$ cat src/hw/rtl/sle_pkg.sv
// shared types, constants and the echo text table for the console line editor
// no dependencies; used by sle_ctrl, sle_datapath and serial_console_line_editor
package sle_pkg;

    // line discarded once it grows to this many bytes
    localparam int LINE_LIMIT = 14;
    // stored length never exceeds LINE_LIMIT-1
    localparam int LEN_W      = $clog2(LINE_LIMIT);
    localparam int CMDLEN_W   = 4;
    localparam int TXT_W      = 6;

    localparam logic [7:0] CHAR_CR  = 8'h0d;
    localparam logic [7:0] CHAR_ETX = 8'h03;
    localparam logic [7:0] CHAR_DEL = 8'h7f;
    localparam logic [7:0] CHAR_ESC = 8'h1b;

    localparam logic [1:0] KIND_ECHO = 2'd0;
    localparam logic [1:0] KIND_CMD  = 2'd1;
    localparam logic [1:0] KIND_DONE = 2'd2;

    // text table layout: too-long message (its first two chars double as CR LF),
    // then ^C CR LF, BS space BS, and the escape spelling
    localparam logic [TXT_W-1:0] TXT_LONG_START  = 6'd0;
    localparam logic [TXT_W-1:0] TXT_CRLF_END    = 6'd1;
    localparam logic [TXT_W-1:0] TXT_LONG_END    = 6'd22;
    localparam logic [TXT_W-1:0] TXT_ETX_START   = 6'd23;
    localparam logic [TXT_W-1:0] TXT_ETX_END     = 6'd26;
    localparam logic [TXT_W-1:0] TXT_BS_START    = 6'd27;
    localparam logic [TXT_W-1:0] TXT_BS_END      = 6'd29;
    localparam logic [TXT_W-1:0] TXT_ESC_START   = 6'd30;
    localparam logic [TXT_W-1:0] TXT_ESC_END     = 6'd33;

    typedef enum logic [2:0] {
        CLS_OTHER = 3'd0,
        CLS_CR    = 3'd1,
        CLS_ETX   = 3'd2,
        CLS_BS    = 3'd3,
        CLS_ESC   = 3'd4
    } cls_t;

    typedef enum logic [1:0] {
        EMIT_TEXT = 2'd0,
        EMIT_CMD  = 2'd1,
        EMIT_DONE = 2'd2,
        EMIT_ECHO = 2'd3
    } emit_t;

    typedef struct packed {
        logic  accept;
        logic  emit_en;
        emit_t emit_sel;
        logic  last;
    } sle_cmd_t;

    typedef struct packed {
        cls_t live_cls;
        cls_t held_cls;
        logic held_ovf;
        logic txt_last;
        logic idx_last;
        logic len_zero;
        logic out_free;
    } sle_stat_t;

    function automatic logic [7:0] text_char(input logic [TXT_W-1:0] p);
        logic [7:0] c;
        unique case (p)
            6'd0:    c = 8'h0d;
            6'd1:    c = 8'h0a;
            6'd2:    c = "T";
            6'd3:    c = "o";
            6'd4:    c = "o";
            6'd5:    c = " ";
            6'd6:    c = "l";
            6'd7:    c = "o";
            6'd8:    c = "n";
            6'd9:    c = "g";
            6'd10:   c = " ";
            6'd11:   c = "a";
            6'd12:   c = " ";
            6'd13:   c = "c";
            6'd14:   c = "o";
            6'd15:   c = "m";
            6'd16:   c = "m";
            6'd17:   c = "a";
            6'd18:   c = "n";
            6'd19:   c = "d";
            6'd20:   c = "!";
            6'd21:   c = 8'h0d;
            6'd22:   c = 8'h0a;
            6'd23:   c = "^";
            6'd24:   c = "C";
            6'd25:   c = 8'h0d;
            6'd26:   c = 8'h0a;
            6'd27:   c = 8'h08;
            6'd28:   c = " ";
            6'd29:   c = 8'h08;
            6'd30:   c = "\\";
            6'd31:   c = "x";
            6'd32:   c = "1";
            6'd33:   c = "b";
            default: c = 8'h00;
        endcase
        return c;
    endfunction

endpackage

$ cat src/hw/rtl/sle_ctrl.sv
// sequencing state machine of the console line editor
// depends on sle_pkg; drives sle_datapath through sle_cmd_t
module sle_ctrl import sle_pkg::*; (
    input  logic      aclk,
    input  logic      aresetn,
    input  logic      s_valid,
    output logic      s_ready,
    input  sle_stat_t stat,
    output sle_cmd_t  cmd
);

    typedef enum logic [4:0] {
        ST_IDLE = 5'b00001,
        ST_TEXT = 5'b00010,
        ST_CMD  = 5'b00100,
        ST_DONE = 5'b01000,
        ST_ECHO = 5'b10000
    } state_t;

    state_t state_reg, state_next;

    always_ff @(posedge aclk) begin
        if (!aresetn) begin
            state_reg <= ST_IDLE;
        end else begin
            state_reg <= state_next;
        end
    end

    assign s_ready = (state_reg == ST_IDLE);

    always_comb begin
        state_next   = state_reg;
        cmd.accept   = 1'b0;
        cmd.emit_en  = 1'b0;
        cmd.emit_sel = EMIT_ECHO;
        cmd.last     = 1'b0;
        unique case (state_reg)
            ST_IDLE: begin
                if (s_valid) begin
                    cmd.accept = 1'b1;
                    state_next = (stat.live_cls == CLS_OTHER) ? ST_ECHO : ST_TEXT;
                end
            end
            ST_TEXT: begin
                cmd.emit_sel = EMIT_TEXT;
                if (stat.out_free) begin
                    cmd.emit_en = 1'b1;
                    if (stat.txt_last) begin
                        cmd.last = (stat.held_cls != CLS_CR);
                        if (stat.held_cls == CLS_CR) begin
                            state_next = stat.len_zero ? ST_DONE : ST_CMD;
                        end else begin
                            state_next = ST_IDLE;
                        end
                    end
                end
            end
            ST_CMD: begin
                cmd.emit_sel = EMIT_CMD;
                if (stat.out_free) begin
                    cmd.emit_en = 1'b1;
                    if (stat.idx_last) begin
                        state_next = ST_DONE;
                    end
                end
            end
            ST_DONE: begin
                cmd.emit_sel = EMIT_DONE;
                if (stat.out_free) begin
                    cmd.emit_en = 1'b1;
                    cmd.last    = 1'b1;
                    state_next  = ST_IDLE;
                end
            end
            ST_ECHO: begin
                cmd.emit_sel = EMIT_ECHO;
                if (stat.out_free) begin
                    cmd.emit_en = 1'b1;
                    cmd.last    = !stat.held_ovf;
                    state_next  = stat.held_ovf ? ST_TEXT : ST_IDLE;
                end
            end
            default: begin
                state_next = ST_IDLE;
            end
        endcase
    end

endmodule

$ cat src/hw/rtl/sle_datapath.sv
// line store, length, text pointer, command index and result register
// depends on sle_pkg; controlled by sle_ctrl through sle_cmd_t
module sle_datapath import sle_pkg::*; (
    input  logic                aclk,
    input  logic                aresetn,
    input  logic [7:0]          s_rx_byte,
    input  logic                m_ready,
    input  sle_cmd_t            cmd,
    output sle_stat_t           stat,
    output logic                m_valid,
    output logic [1:0]          m_kind,
    output logic [7:0]          m_data_byte,
    output logic [CMDLEN_W-1:0] m_command_length,
    output logic                m_last
);

    logic [7:0]          store_reg [LINE_LIMIT];
    logic [LEN_W-1:0]    len_reg;
    logic [LEN_W-1:0]    idx_reg;
    logic [TXT_W-1:0]    ptr_reg;
    logic [TXT_W-1:0]    end_reg;
    logic [7:0]          byte_reg;
    cls_t                cls_reg;
    logic                ovf_reg;

    logic                m_valid_reg;
    logic [1:0]          m_kind_reg;
    logic [7:0]          m_data_reg;
    logic [CMDLEN_W-1:0] m_len_reg;
    logic                m_last_reg;

    cls_t                live_cls;
    logic                live_ovf;

    always_comb begin
        if (s_rx_byte == CHAR_CR) begin
            live_cls = CLS_CR;
        end else if (s_rx_byte == CHAR_ETX) begin
            live_cls = CLS_ETX;
        end else if (s_rx_byte == CHAR_DEL && len_reg != '0) begin
            live_cls = CLS_BS;
        end else if (s_rx_byte == CHAR_ESC) begin
            live_cls = CLS_ESC;
        end else begin
            live_cls = CLS_OTHER;
        end
    end

    // storing this byte would fill the line
    assign live_ovf = (live_cls == CLS_OTHER) && (s_rx_byte != 8'h00) &&
                      (len_reg == LEN_W'(LINE_LIMIT - 1));

    assign stat.live_cls = live_cls;
    assign stat.held_cls = cls_reg;
    assign stat.held_ovf = ovf_reg;
    assign stat.txt_last = (ptr_reg == end_reg);
    assign stat.idx_last = (LEN_W'(idx_reg + 1'b1) == len_reg);
    assign stat.len_zero = (len_reg == '0);
    assign stat.out_free = !m_valid_reg || m_ready;

    // line store: no reset, only entries below the length are ever read
    always_ff @(posedge aclk) begin
        if (cmd.accept && live_cls == CLS_OTHER && s_rx_byte != 8'h00) begin
            store_reg[len_reg] <= s_rx_byte;
        end
    end

    always_ff @(posedge aclk) begin
        if (!aresetn) begin
            len_reg <= '0;
        end else if (cmd.accept) begin
            case (live_cls)
                CLS_ETX: len_reg <= '0;
                CLS_BS:  len_reg <= len_reg - 1'b1;
                CLS_OTHER: begin
                    if (live_ovf) begin
                        len_reg <= '0;
                    end else if (s_rx_byte != 8'h00) begin
                        len_reg <= len_reg + 1'b1;
                    end
                end
                default: len_reg <= len_reg;
            endcase
        end else if (cmd.emit_en && cmd.emit_sel == EMIT_DONE) begin
            len_reg <= '0;
        end
    end

    always_ff @(posedge aclk) begin
        if (cmd.accept) begin
            byte_reg <= s_rx_byte;
            cls_reg  <= live_cls;
            ovf_reg  <= live_ovf;
            idx_reg  <= '0;
            case (live_cls)
                CLS_CR: begin
                    ptr_reg <= TXT_LONG_START;
                    end_reg <= TXT_CRLF_END;
                end
                CLS_ETX: begin
                    ptr_reg <= TXT_ETX_START;
                    end_reg <= TXT_ETX_END;
                end
                CLS_BS: begin
                    ptr_reg <= TXT_BS_START;
                    end_reg <= TXT_BS_END;
                end
                CLS_ESC: begin
                    ptr_reg <= TXT_ESC_START;
                    end_reg <= TXT_ESC_END;
                end
                default: begin
                    ptr_reg <= TXT_LONG_START;
                    end_reg <= TXT_LONG_END;
                end
            endcase
        end else if (cmd.emit_en) begin
            if (cmd.emit_sel == EMIT_TEXT) begin
                ptr_reg <= ptr_reg + 1'b1;
            end
            if (cmd.emit_sel == EMIT_CMD) begin
                idx_reg <= idx_reg + 1'b1;
            end
        end
    end

    // result register
    always_ff @(posedge aclk) begin
        if (!aresetn) begin
            m_valid_reg <= 1'b0;
        end else if (cmd.emit_en) begin
            m_valid_reg <= 1'b1;
        end else if (m_ready) begin
            m_valid_reg <= 1'b0;
        end
    end

    always_ff @(posedge aclk) begin
        if (cmd.emit_en) begin
            m_last_reg <= cmd.last;
            case (cmd.emit_sel)
                EMIT_TEXT: begin
                    m_kind_reg <= KIND_ECHO;
                    m_data_reg <= text_char(ptr_reg);
                    m_len_reg  <= '0;
                end
                EMIT_CMD: begin
                    m_kind_reg <= KIND_CMD;
                    m_data_reg <= store_reg[idx_reg];
                    m_len_reg  <= '0;
                end
                EMIT_DONE: begin
                    m_kind_reg <= KIND_DONE;
                    m_data_reg <= 8'h00;
                    m_len_reg  <= CMDLEN_W'(len_reg);
                end
                default: begin
                    m_kind_reg <= KIND_ECHO;
                    m_data_reg <= byte_reg;
                    m_len_reg  <= '0;
                end
            endcase
        end
    end

    assign m_valid          = m_valid_reg;
    assign m_kind           = m_kind_reg;
    assign m_data_byte      = m_data_reg;
    assign m_command_length = m_len_reg;
    assign m_last           = m_last_reg;

    a_len_below_limit: assert property (@(posedge aclk) disable iff (!aresetn)
        len_reg <= LEN_W'(LINE_LIMIT - 1))
        else $error("line length reached the limit");

    a_emit_into_free: assert property (@(posedge aclk) disable iff (!aresetn)
        cmd.emit_en |-> (!m_valid_reg || m_ready))
        else $error("result register overwritten while held");

    a_accept_alone: assert property (@(posedge aclk) disable iff (!aresetn)
        cmd.accept |-> !cmd.emit_en)
        else $error("byte taken while a result is being produced");

    a_done_clears: assert property (@(posedge aclk) disable iff (!aresetn)
        (cmd.emit_en && cmd.emit_sel == EMIT_DONE) |=> (len_reg == '0))
        else $error("line not cleared after command complete");

endmodule

$ cat src/hw/rtl/serial_console_line_editor.sv
// Console line editor: one received byte in, echo and command words out.
// s_valid/s_ready/s_rx_byte take one console byte per word. m_valid/m_ready
// carry result words: m_kind (echo, command byte, command complete),
// m_data_byte, m_command_length and m_last, set on the final word of a byte.
// A byte is taken only while the sequencer is idle; the sequencer then leaves
// idle and loads its first result word into the result register, and further
// words follow one per cycle while that register is free, from the text table,
// the line store or the held byte. A plain echo gives one word, a byte that
// fills the line gives the echo plus the 23-character too-long message, and
// a carriage return gives CR LF, the stored bytes and a command-complete word.
// The result register is the only buffer: while m_ready is low the sequencer
// stalls with the word held, and a new byte is taken as soon as the last word
// of the previous one has been loaded, even if it is still waiting to be taken.
// Reset (aresetn low, synchronous) empties the line and the result register;
// the line store itself is not cleared, as unused entries are never read.
// Depends on sle_pkg, sle_ctrl and sle_datapath.
module serial_console_line_editor import sle_pkg::*; (
    input  logic                aclk,
    input  logic                aresetn,
    input  logic                s_valid,
    output logic                s_ready,
    input  logic [7:0]          s_rx_byte,
    output logic                m_valid,
    input  logic                m_ready,
    output logic [1:0]          m_kind,
    output logic [7:0]          m_data_byte,
    output logic [CMDLEN_W-1:0] m_command_length,
    output logic                m_last
);

    sle_cmd_t  cmd;
    sle_stat_t stat;

    sle_ctrl u_ctrl (
        .aclk    (aclk),
        .aresetn (aresetn),
        .s_valid (s_valid),
        .s_ready (s_ready),
        .stat    (stat),
        .cmd     (cmd)
    );

    sle_datapath u_datapath (
        .aclk             (aclk),
        .aresetn          (aresetn),
        .s_rx_byte        (s_rx_byte),
        .m_ready          (m_ready),
        .cmd              (cmd),
        .stat             (stat),
        .m_valid          (m_valid),
        .m_kind           (m_kind),
        .m_data_byte      (m_data_byte),
        .m_command_length (m_command_length),
        .m_last           (m_last)
    );

endmodule
$ cat config.mk
export PLATFORM = sky130hd
export DESIGN_NAME = serial_console_line_editor
export DESIGN_NICKNAME = d
export VERILOG_FILES = /design/src/hw/rtl/sle_pkg.sv /design/src/hw/rtl/sle_ctrl.sv /design/src/hw/rtl/sle_datapath.sv /design/src/hw/rtl/serial_console_line_editor.sv
export SDC_FILE = /design/constraint.sdc
export NUM_CORES = 1
export LEC_CHECK = 0
export BUFFER_PORTS_ARGS = -buffer_cell sky130_fd_sc_hd__buf_2
export CORE_MARGIN = 2
export CORE_UTILIZATION = 51
export CTS_CLUSTER_SIZE = 25
export DETAILED_ROUTE_END_ITERATION = 8
export GPL_ROUTABILITY_DRIVEN = 0
export GPL_TIMING_DRIVEN = 0
export PLACE_DENSITY_LB_ADDON = 0.1
export SYNTH_ARGS = -nofsm -noshare
export SYNTH_HDL_FRONTEND = slang
export SYNTH_SLANG_ARGS = --single-unit
$ cat constraint.sdc
create_clock -name aclk -period 6.23 [get_ports aclk]
set_clock_uncertainty 0.2 [all_clocks]
set_input_delay 0.9345 -clock aclk [delete_from_list [all_inputs] [get_ports aclk]]
set_output_delay 0.9345 -clock aclk [all_outputs]
set_load 0.01 [all_outputs]
-- Word-level counts from Yosys, hierarchy flattened
Memories as Yosys holds them, arrays and structs flattened. A register that Yosys moved wholly into a read port is not among the register bits.
Index checks and enable logic that the tools add are counted.
- flip-flop bits (word level): 53
- latch bits: 0
- memory bits (writable): 112
- memory bits (read-only): 448
- input bits: 12
- output and inout port bits: 17
- word-level logic and storage cells: 113
- memories kept: 2
- add/sub/neg operators: 4
- $mul: 0
- div/mod/pow operators: 0
- order comparisons: 0
- equal/unequal tests: 29
- shifts and indexed selects: 0
- mux-type cells: 43
- bitwise operators: 0
- reductions and logical operators: 22
- memory list (name ; depth ; width ; rd ports ; clocked after memory_dff ; wr ports ; line ; text):
    (name not given) ; 64 ; 7 ; 1 ; 1 ; 0 ; sle_pkg.sv:67 ; unique case (p)
    u_datapath.store_reg ; 14 ; 8 ; 1 ; 1 ; 1 ; sle_datapath.sv:17 ; logic [7:0] store_reg [LINE_LIMIT];
- operators by type and width (cell ; number):
    2-to-1 mux 5 bit ; 9
    2-to-1 mux 4 bit ; 7
    case mux 5 bit (5 select lines) ; 1
    2-to-1 mux 6 bit ; 4
    case mux 6 bit (4 select lines) ; 1
    case mux 8 bit (3 select lines) ; 1
    case mux 5 bit (3 select lines) ; 1
    != test 2 bit (second input constant) ; 7
    2-to-1 mux 3 bit ; 4
    case mux 3 bit (4 select lines) ; 1
    case mux 4 bit (3 select lines) ; 1
    2-to-1 mux 1 bit ; 10
    adder 4 x 1 -> 4 bit (second input constant) ; 2
    == test 8 x 2 -> 1 bit (second input constant) ; 1
    == test 8 x 4 -> 1 bit (second input constant) ; 1
    == test 8 x 5 -> 1 bit (second input constant) ; 1
    == test 8 x 7 -> 1 bit (second input constant) ; 1
    != test 4 bit (second input constant) ; 2
    nonzero test 2 bit ; 4
    nonzero test 8 bit ; 1
    AND reduction 7 bit ; 1
    adder 6 x 1 -> 6 bit (second input constant) ; 1
    == test 3 x 1 -> 1 bit (second input constant) ; 2
    == test 3 x 2 -> 1 bit (second input constant) ; 2
    25 further kinds ; 32

-- Depth between registers and ports, before layout
Gate-level depths: netlist of the first run.
- word-level depth: 11
- gate-level depth with buffers: 10
- depth with buffers taken out: 9

-- By module
From an unflattened synthesis of the first run, not the netlist that was laid out.
- cell total of the unflattened synthesis: 541
- area total of the unflattened synthesis: 7788.7 um^2
- by module, submodules not included (module ; times used ; cells each ; area each (um^2) ; sequential area each (um^2)):
    sle_datapath ; 1 ; 476 ; 7300.8 ; 4794.6
    sle_ctrl ; 1 ; 65 ; 488.0 ; 100.1

-- Worst setup path before layout of the first run
OpenSTA, ideal clock, no wires.
- path kind: input to register
- start point: input s_rx_byte[7]
- end point: memory u_datapath.store_reg[13][0] (enable)
- library setup time: 383 ps
- arrival time: 2347 ps
- required time: 5647 ps
- slack: 3300 ps
- cell stages on the path: 5
- path buffers: 0
- path through: and2b_1 > nand4_1 > a21bo_2 > nand2_2 > nor3_1
- longest elaborated chain between the ends: 10
- elaborated cells between the ends (all ways): 15
- those cells by class: 4 x eq/ne; 6 x mux; 5 x reduce/logical
- ends and longest elaborated chain (element ; line ; text):
    start: declaration ; serial_console_line_editor.sv:22 ; input logic [7:0] s_rx_byte,
    == test 8 x 5 -> 1 bit or == test 8 x 7 -> 1 bit (tied branches) ; sle_datapath.sv:42, sle_datapath.sv:40 ;
    2-to-1 mux 3 bit or logical AND 1 bit (tied branches) ; sle_datapath.sv:42, sle_datapath.sv:40 ;
    2-to-1 mux 3 bit ; sle_datapath.sv:40 ; end else if (s_rx_byte == CHAR_DEL && len_reg != '0) begin
    2-to-1 mux 3 bit ; sle_datapath.sv:38 ; end else if (s_rx_byte == CHAR_ETX) begin
    2-to-1 mux 3 bit ; sle_datapath.sv:36 ; if (s_rx_byte == CHAR_CR) begin
    zero test 3 bit ; sle_datapath.sv:63 ; if (cmd.accept && live_cls == CLS_OTHER && s_rx_byte != 8'h00) begin
    logical AND 1 bit ; sle_datapath.sv:63 ;
    logical AND 1 bit (*) ; sle_datapath.sv:63 ;
    2-to-1 mux 1 bit (*) ; sle_datapath.sv:63 ;
    2-to-1 mux 1 bit (implied by the code) (*) ; sle_datapath.sv:64 ; store_reg[len_reg] <= s_rx_byte;
    end: declaration ; sle_datapath.sv:17 ;
Every way passes the cells marked *; elsewhere a longest branch is shown, timed or not.

-- Worst setup path after layout of the first run
- start point: register u_datapath.len_reg[0]
- end point: memory u_datapath.store_reg[13][6] (enable)
- longest elaborated chain between the ends: 10
- ends and longest elaborated chain (element ; line ; text):
    start: declaration ; sle_datapath.sv:18 ; logic [LEN_W-1:0] len_reg;
    start signal: assignment ; sle_datapath.sv:74 ; CLS_BS: len_reg <= len_reg - 1'b1;
    start signal: assignment ; sle_datapath.sv:79 ; len_reg <= len_reg + 1'b1;
    start signal: assignment ; sle_datapath.sv:82 ; default: len_reg <= len_reg;
    nonzero test 4 bit ; sle_datapath.sv:40 ;
    logical AND 1 bit ; sle_datapath.sv:40 ;
    2-to-1 mux 3 bit ; sle_datapath.sv:40 ;
    2-to-1 mux 3 bit ; sle_datapath.sv:38 ;
    2-to-1 mux 3 bit ; sle_datapath.sv:36 ;
    zero test 3 bit ; sle_datapath.sv:63 ;
    logical AND 1 bit (2 in series) ; sle_datapath.sv:63 ;
    2-to-1 mux 1 bit ; sle_datapath.sv:63 ;
    2-to-1 mux 1 bit (implied by the code) ; sle_datapath.sv:64 ;
Several ways; a longest one is shown, not always the timed one.

==> results of run 1 <==
-- path summary, 6_finish.rpt --
path / end / cells past startpoint
setup / recovery: u_datapath.store_reg[13][6] / 7
hold / removal: u_datapath.idx_reg[1] / 2
setup reg to reg: u_datapath.store_reg[13][6] / 7
hold reg to reg: u_datapath.idx_reg[1] / 2
-- worst max-delay path: stages (launching register included) --
cell	delay (ps)
dfxtp_1	390
inv_1	200
ha_1	270
nor3b_1	540
o21bai_1	180
a21bo_2	280
nand2_2	150
nor3_1	970
-- layout by cell type (no fill, tap or decap), types with 14 or more instances in the layout --
| cell | synthesis | routed |
|---|---|---|
| ha_1 | 16 | 16 |
| dfxtp_1 | 18 | 18 |
| and2_1 | 14 | 14 |
| a21oi_1 | 22 | 22 |
| edfxtp_1 | 151 | 151 |
| nand2_1 | 32 | 32 |
| clkbuf_1 | 14 | 14 |
| o21ai_0 | 17 | 17 |
| buf_2 | 7 | 35 |
| mux4_2 | 33 | 33 |
| nand3_1 | 18 | 18 |
| nor2_1 | 30 | 29 |
| clkbuf_16 | 0 | 17 |
-- cells by family (layout without fill, tap and decap cells) --
family                     after synthesis  in the layout  synth area share (%)
and+or+nand+nor                        153            153                  10.9
buffers and inverters                   39             99                  2.21
DFF                                    169            169                  64.5
xor gates and xnor gates                19             19                  2.19
AOI/OAI and AO/OA                       72             72                  6.17
adders and majority gates               16             16                  2.64
muxes                                   44             44                  11.4
-- power breakdown --
part	total [mW]	leakage (nW)	internal (mW)	switching, mW
sequential	1.33	1.51	1.30	0.0286
clock	1.10	0.295	0.639	0.460
combinational	0.381	1.04	0.138	0.242
-- metal layers --
layer	wire length, µm	GRT usage [%]	part of all wire (%)
met5	0	0	0
met4	250	6.66	1.5
met3	790	4.46	4.9
met2	7810	32.6	48
met1	7430	31.4	46
-- cells in the mapped netlist, types with 3 or more instances --
library cell | instances | share of area, %
buf_1 | 4 | 0.20
nand3_1 | 18 | 1.2
nand2_1 | 32 | 1.6
mux4_2 | 33 | 9.8
nor2b_1 | 7 | 0.58
nor4_1 | 6 | 0.49
mux2_2 | 7 | 1.0
nand2b_1 | 5 | 0.41
clkbuf_1 | 14 | 0.69
o31ai_1 | 5 | 0.49
dfxtp_1 | 18 | 4.8
a221o_1 | 3 | 0.40
buf_2 | 7 | 0.46
nor3b_1 | 3 | 0.30
nand4_1 | 6 | 0.49
o21ai_0 | 17 | 1.1
inv_1 | 12 | 0.59
nor2_1 | 30 | 1.5
nor3_1 | 12 | 0.79
edfxtp_1 | 151 | 60
mux2i_1 | 4 | 0.53
a21oi_1 | 22 | 1.5
xor2_1 | 9 | 1.0
ha_1 | 16 | 2.6
and2_1 | 14 | 1.2
xnor2_1 | 10 | 1.2
-- layout make-up --
| class | count | area share, % |
|---|---|---|
| clock inverters | 15 | 2.22 |
| repair buffers | 28 | 1.63 |
| inverters | 13 | 0.627 |
| plain buffers | 26 | 1.33 |
| multi-input cells | 304 | 29.5 |
| clock buffers | 17 | 4.96 |
| well taps | 184 | 2.68 |
| flip-flops and latches | 169 | 57.1 |
-- through the flow --
step,area [µm²],worst slack (ps)
after global routing,8570,2310
after global placement,7960,2450
after floorplan,7590,3300
after CTS,8570,2640
final,8570,2660
after detailed placement,7960,2360
==> impl_metrics.csv, run 1 <==
group,metric,value,unit
layout,num-nets-final,587,
detailed_routing,routed_via_density,6.07,
logic_synthesis,synth_edf_count,151,
layout,nFillCells,1129,
placement,io_buffer_count,28,
placement,post-dp-hpwl,11.1,mm
timing,max_slew_margin,21.0,%
floorplanning,core_area,0.0145,mm²
layout,multiInputGateArea,0.00253,mm²
worst_setup_path,reg2reg_from,"u_datapath.len_reg[0]",
floorplanning,initial_core_util,52.2,%
clocking,clock_path_buffers,2,
layout,syn_to_final_growth,13.0,%
logic_synthesis,synth_seq_cells,169,
worst_setup_path,crit_path_end_kind,"flop",
logic_synthesis,synthArstFlopShare,0,%
logic_synthesis,synth_nets,540,
timing,tns,0,ps
grt,gr-total-overflow,0,
floorplanning,ioPinCount,29,
floorplanning,die_w,126,µm
timing,tightest_slew,1180,ps
logic_synthesis,synthCells,512,
grt,grt_pass1_vias,4430,
layout,largest_register_ffs,112,
clocking,cts-root-buf,"clkbuf_16",
worst_setup_path,arrival,3410,ps
grt,grt_pass1_wl,25.3,mm
floorplanning,die_y,126,µm
worst_setup_path,startpoint_type,"flop",
logic_synthesis,yosysUniqueCellTypes,59,
worst_setup_path,ff2ff_setup_slack,2660,ps
detailed_routing,wl_per_cell,21.5,µm
grt,grtUsageTotal,21.4,%
clocking,htree_levels,4,
clocking,post_cts_buffers,0,
clocking,numCtsBuffers,17,
timing,slew_violations,0,
timing,fmax,280,MHz
logic_synthesis,ys_seq_area_share,64.5,%
detailed_routing,drc,0,
worst_hold_path,min-delay-path-class,"flop to flop",
worst_setup_path,startpoint,"u_datapath.len_reg[0]",
detailed_routing,wirelength,16.3,mm
clocking,ctsHoldBuffers,0,
layout,regArea,0.00489,mm²
power_and_ir_drop,power,2.81,mW
run_status,status,"finished, final reports clean",
floorplanning,dieArea,0.0159,mm²
worst_setup_path,critPathKind,"flop to flop",
logic_synthesis,yosysWarnings,0,
job,max_cap_viol_count,0,
clocking,tritoncts,"yes",
power_and_ir_drop,power.density,328,mW/mm²
floorplanning,rows,44,
timing,min_period,3570,ps
worst_hold_path,min_from,"u_datapath.idx_reg[1]",
layout,drive_above_1_share,21.7,%
detailed_routing,vias,4591,
logic_synthesis,netlist_area,0.00759,mm²
logic_synthesis,synth-main-ff-cell,"edfxtp_1",
detailed_routing,drt_iter0_drc,538,
timing,rsz0062_at_grt,"no",
grt,antenna_found_initial,0,
worst_setup_path,cp.required,6070,ps
logic_synthesis,avgSynthCellArea,14.8,µm²
clocking,clk_pin_slew,70,ps
timing,timing.hold.ws,306,ps
layout,final_cell_count_no_fill,756,
layout,final_util,59.0,%
worst_setup_path,crit_fanout,8,
clocking,cts_resized,0,
detailed_routing,antenna_left,0,
clocking,clkSinkCount,169,
timing,hold_viol_final,0,
timing,period_share,57.4,%
power_and_ir_drop,vdd_drop_max,193,µV
power_and_ir_drop,power.static_leakage,2.84,nW
detailed_routing,firstDrtPassIters,5,
clocking,clkLatencyLatePin,430,ps
grt,grt_max_degree,28,
timing,finalSetupViolations,0,
layout,diodes,0,
placement,dp.cells,724,
Note: power is estimated with default switching activity, not from simulation.
==> inputs of run 2 (changes only) <==
clock period = 3.1 ns   (was 6.23 ns; I/O delays follow)
==> run 2 against run 1 <==
Cell count did not move. Critical path type unchanged. Critical endpoint is now u_datapath.store_reg[3][7]. Highest routed layer unchanged. Combinational power rose by 100%. Core utilization rose by 0.28 points.
==> impl_metrics.csv, run 2 (same netlist as run 1, synthesis figures left out) <==
group,metric,value,unit
floorplanning,die_w,126,µm
worst_setup_path,arrival,2900,ps
power_and_ir_drop,clkPwrFrac,39.0,%
timing,slew_violations,0,
detailed_routing,drc,0,
worst_setup_path,cp.required,3000,ps
layout,final_common_cell,"edfxtp_1",
power_and_ir_drop,p_int,4.19,mW
power_and_ir_drop,power.static_leakage,2.86,nW
detailed_routing,vias,4568,
detailed_routing,routed_via_density,6.04,
clocking,clkLatencyLatePin,430,ps
timing,timing.hold.ws,108,ps
floorplanning,ioPinCount,29,
power_and_ir_drop,power.density,656,mW/mm²
layout,largest_register_ffs,112,
job,max_cap_viol_count,0,
clocking,post_cts_buffers,0,
grt,antenna_found_initial,0,
layout,nFillCells,1133,
clocking,clkSinkCount,169,
timing,fmax,334,MHz
worst_setup_path,ff2ff_setup_slack,100,ps
timing,max_slew_margin,39.3,%
floorplanning,dieArea,0.0159,mm²
timing,period_share,96.7,%
worst_hold_path,min-delay-path-class,"input port to flop",
power_and_ir_drop,combPwrFrac,13.7,%
layout,num-nets-final,587,
power_and_ir_drop,seq_power_share,47.3,%
layout,regArea,0.00489,mm²
worst_setup_path,critPathKind,"flop to flop",
timing,hold_viol_final,0,
clocking,cts-root-buf,"clkbuf_16",
grt,grt_pass1_vias,4421,
power_and_ir_drop,swShare,26.0,%
layout,final_cell_mix,"edfxtp_1, buf_2, mux4_2, nand2_1, nor2_1",
grt,grtUsageTotal,21.4,%
layout,multiInputGateArea,0.00257,mm²
detailed_routing,wl_per_cell,21.5,µm
clocking,numCtsBuffers,17,
placement,pre_cts_ws,-481,ps
power_and_ir_drop,power_switching,1.47,mW
power_and_ir_drop,vdd_drop_max,387,µV
clocking,htree_levels,4,
detailed_routing,wirelength,16.3,mm
timing,rsz0062_at_grt,"yes",
timing,tightest_slew,910,ps
layout,diodes,0,
worst_setup_path,startpoint_type,"flop",
clocking,tritoncts,"yes",
run_status,status,"finished, final reports clean",
clocking,clk_pin_slew,70,ps
clocking,clock_path_buffers,2,
detailed_routing,drt_iter0_drc,473,
timing,fin_ws,103,ps
floorplanning,core_area,0.0145,mm²
floorplanning,rows,44,
worst_setup_path,crit_path_end_kind,"flop",
detailed_routing,firstDrtPassIters,5,
placement,io_buffer_count,28,
timing,finalSetupViolations,0,
grt,gr-total-overflow,0,
layout,drive_above_1_share,24.1,%
layout,final_cell_area,0.00861,mm²
grt,grt_pass1_wl,25.4,mm
worst_setup_path,crit_fanout,8,
grt,grt_max_degree,28,
timing,min_period,3000,ps
placement,post-dp-hpwl,11.1,mm
detailed_routing,antenna_left,0,
floorplanning,initial_core_util,52.2,%
clocking,ctsHoldBuffers,0,
floorplanning,die_y,126,µm
placement,place_area,0.00796,mm²
layout,syn_to_final_growth,13.6,%
## run 2: layer usage
metal	global-route usage [%]	vias up	part of all wire [%]
met4	6.40	0	1.3
met5	0	-	0
li1	-	2074	-
met1	31.5	2314	45
met2	32.8	165	48
met3	4.42	15	5.5
## run 2: what timing repair did
item | CTS | global route
pin swaps | 0 | 0
resized for setup | 14 | 3
endpoints found under the setup margin | 112 | 112
## run 2: cell type report
type / instances / area share (%)
clock buffers: 17 / 4.94
plain buffers: 26 / 1.32
well taps: 184 / 2.67
flip-flops and latches: 169 / 56.8
multi-input cells: 304 / 29.8
clock inverters: 15 / 2.21
repair buffers: 28 / 1.63
inverters: 13 / 0.625
## run 2: power by group through the flow
stage	clock network, mW	logic [mW]	registers (mW)
global placement	0	0.739	2.72
floorplan	0	0.528	2.71
detailed placement	0	0.755	2.72
finish	2.21	0.776	2.67
CTS	2.22	0.765	2.67
global route	2.33	0.857	2.68
## run 2: worst paths after layout
path,from,end,depth (start not counted)
setup reg to reg,u_datapath.len_reg[0],u_datapath.store_reg[3][7],8
setup / recovery,u_datapath.len_reg[0],u_datapath.store_reg[3][7],8
hold / removal,aresetn,u_ctrl.state_reg[0],2
hold reg to reg,u_datapath.idx_reg[1],u_datapath.idx_reg[1],2
## run 2: critical path, cell delays in order (launching register included)
cell and delay, ps:
dfxtp_1 390, inv_1 200, ha_1 280, nor3b_4 320
o21bai_1 130, a21bo_2 260, nand4_2 190, nor3_1 310
and2_2 390
## run 2: metrics by stage
stage / power, mW / cells / setup TNS (ps) / utilization [%]
finish: 5.65 / 756 / 0 / 59.3
global route: 5.87 / 756 / -6310 / 59.3
CTS: 5.66 / 756 / 0 / 59.2
detailed placement: 3.48 / 724 / -32280 / 54.7
global placement: 3.46 / 724 / -20960 / 54.7
floorplan: 3.24 / 512 / 0 / -
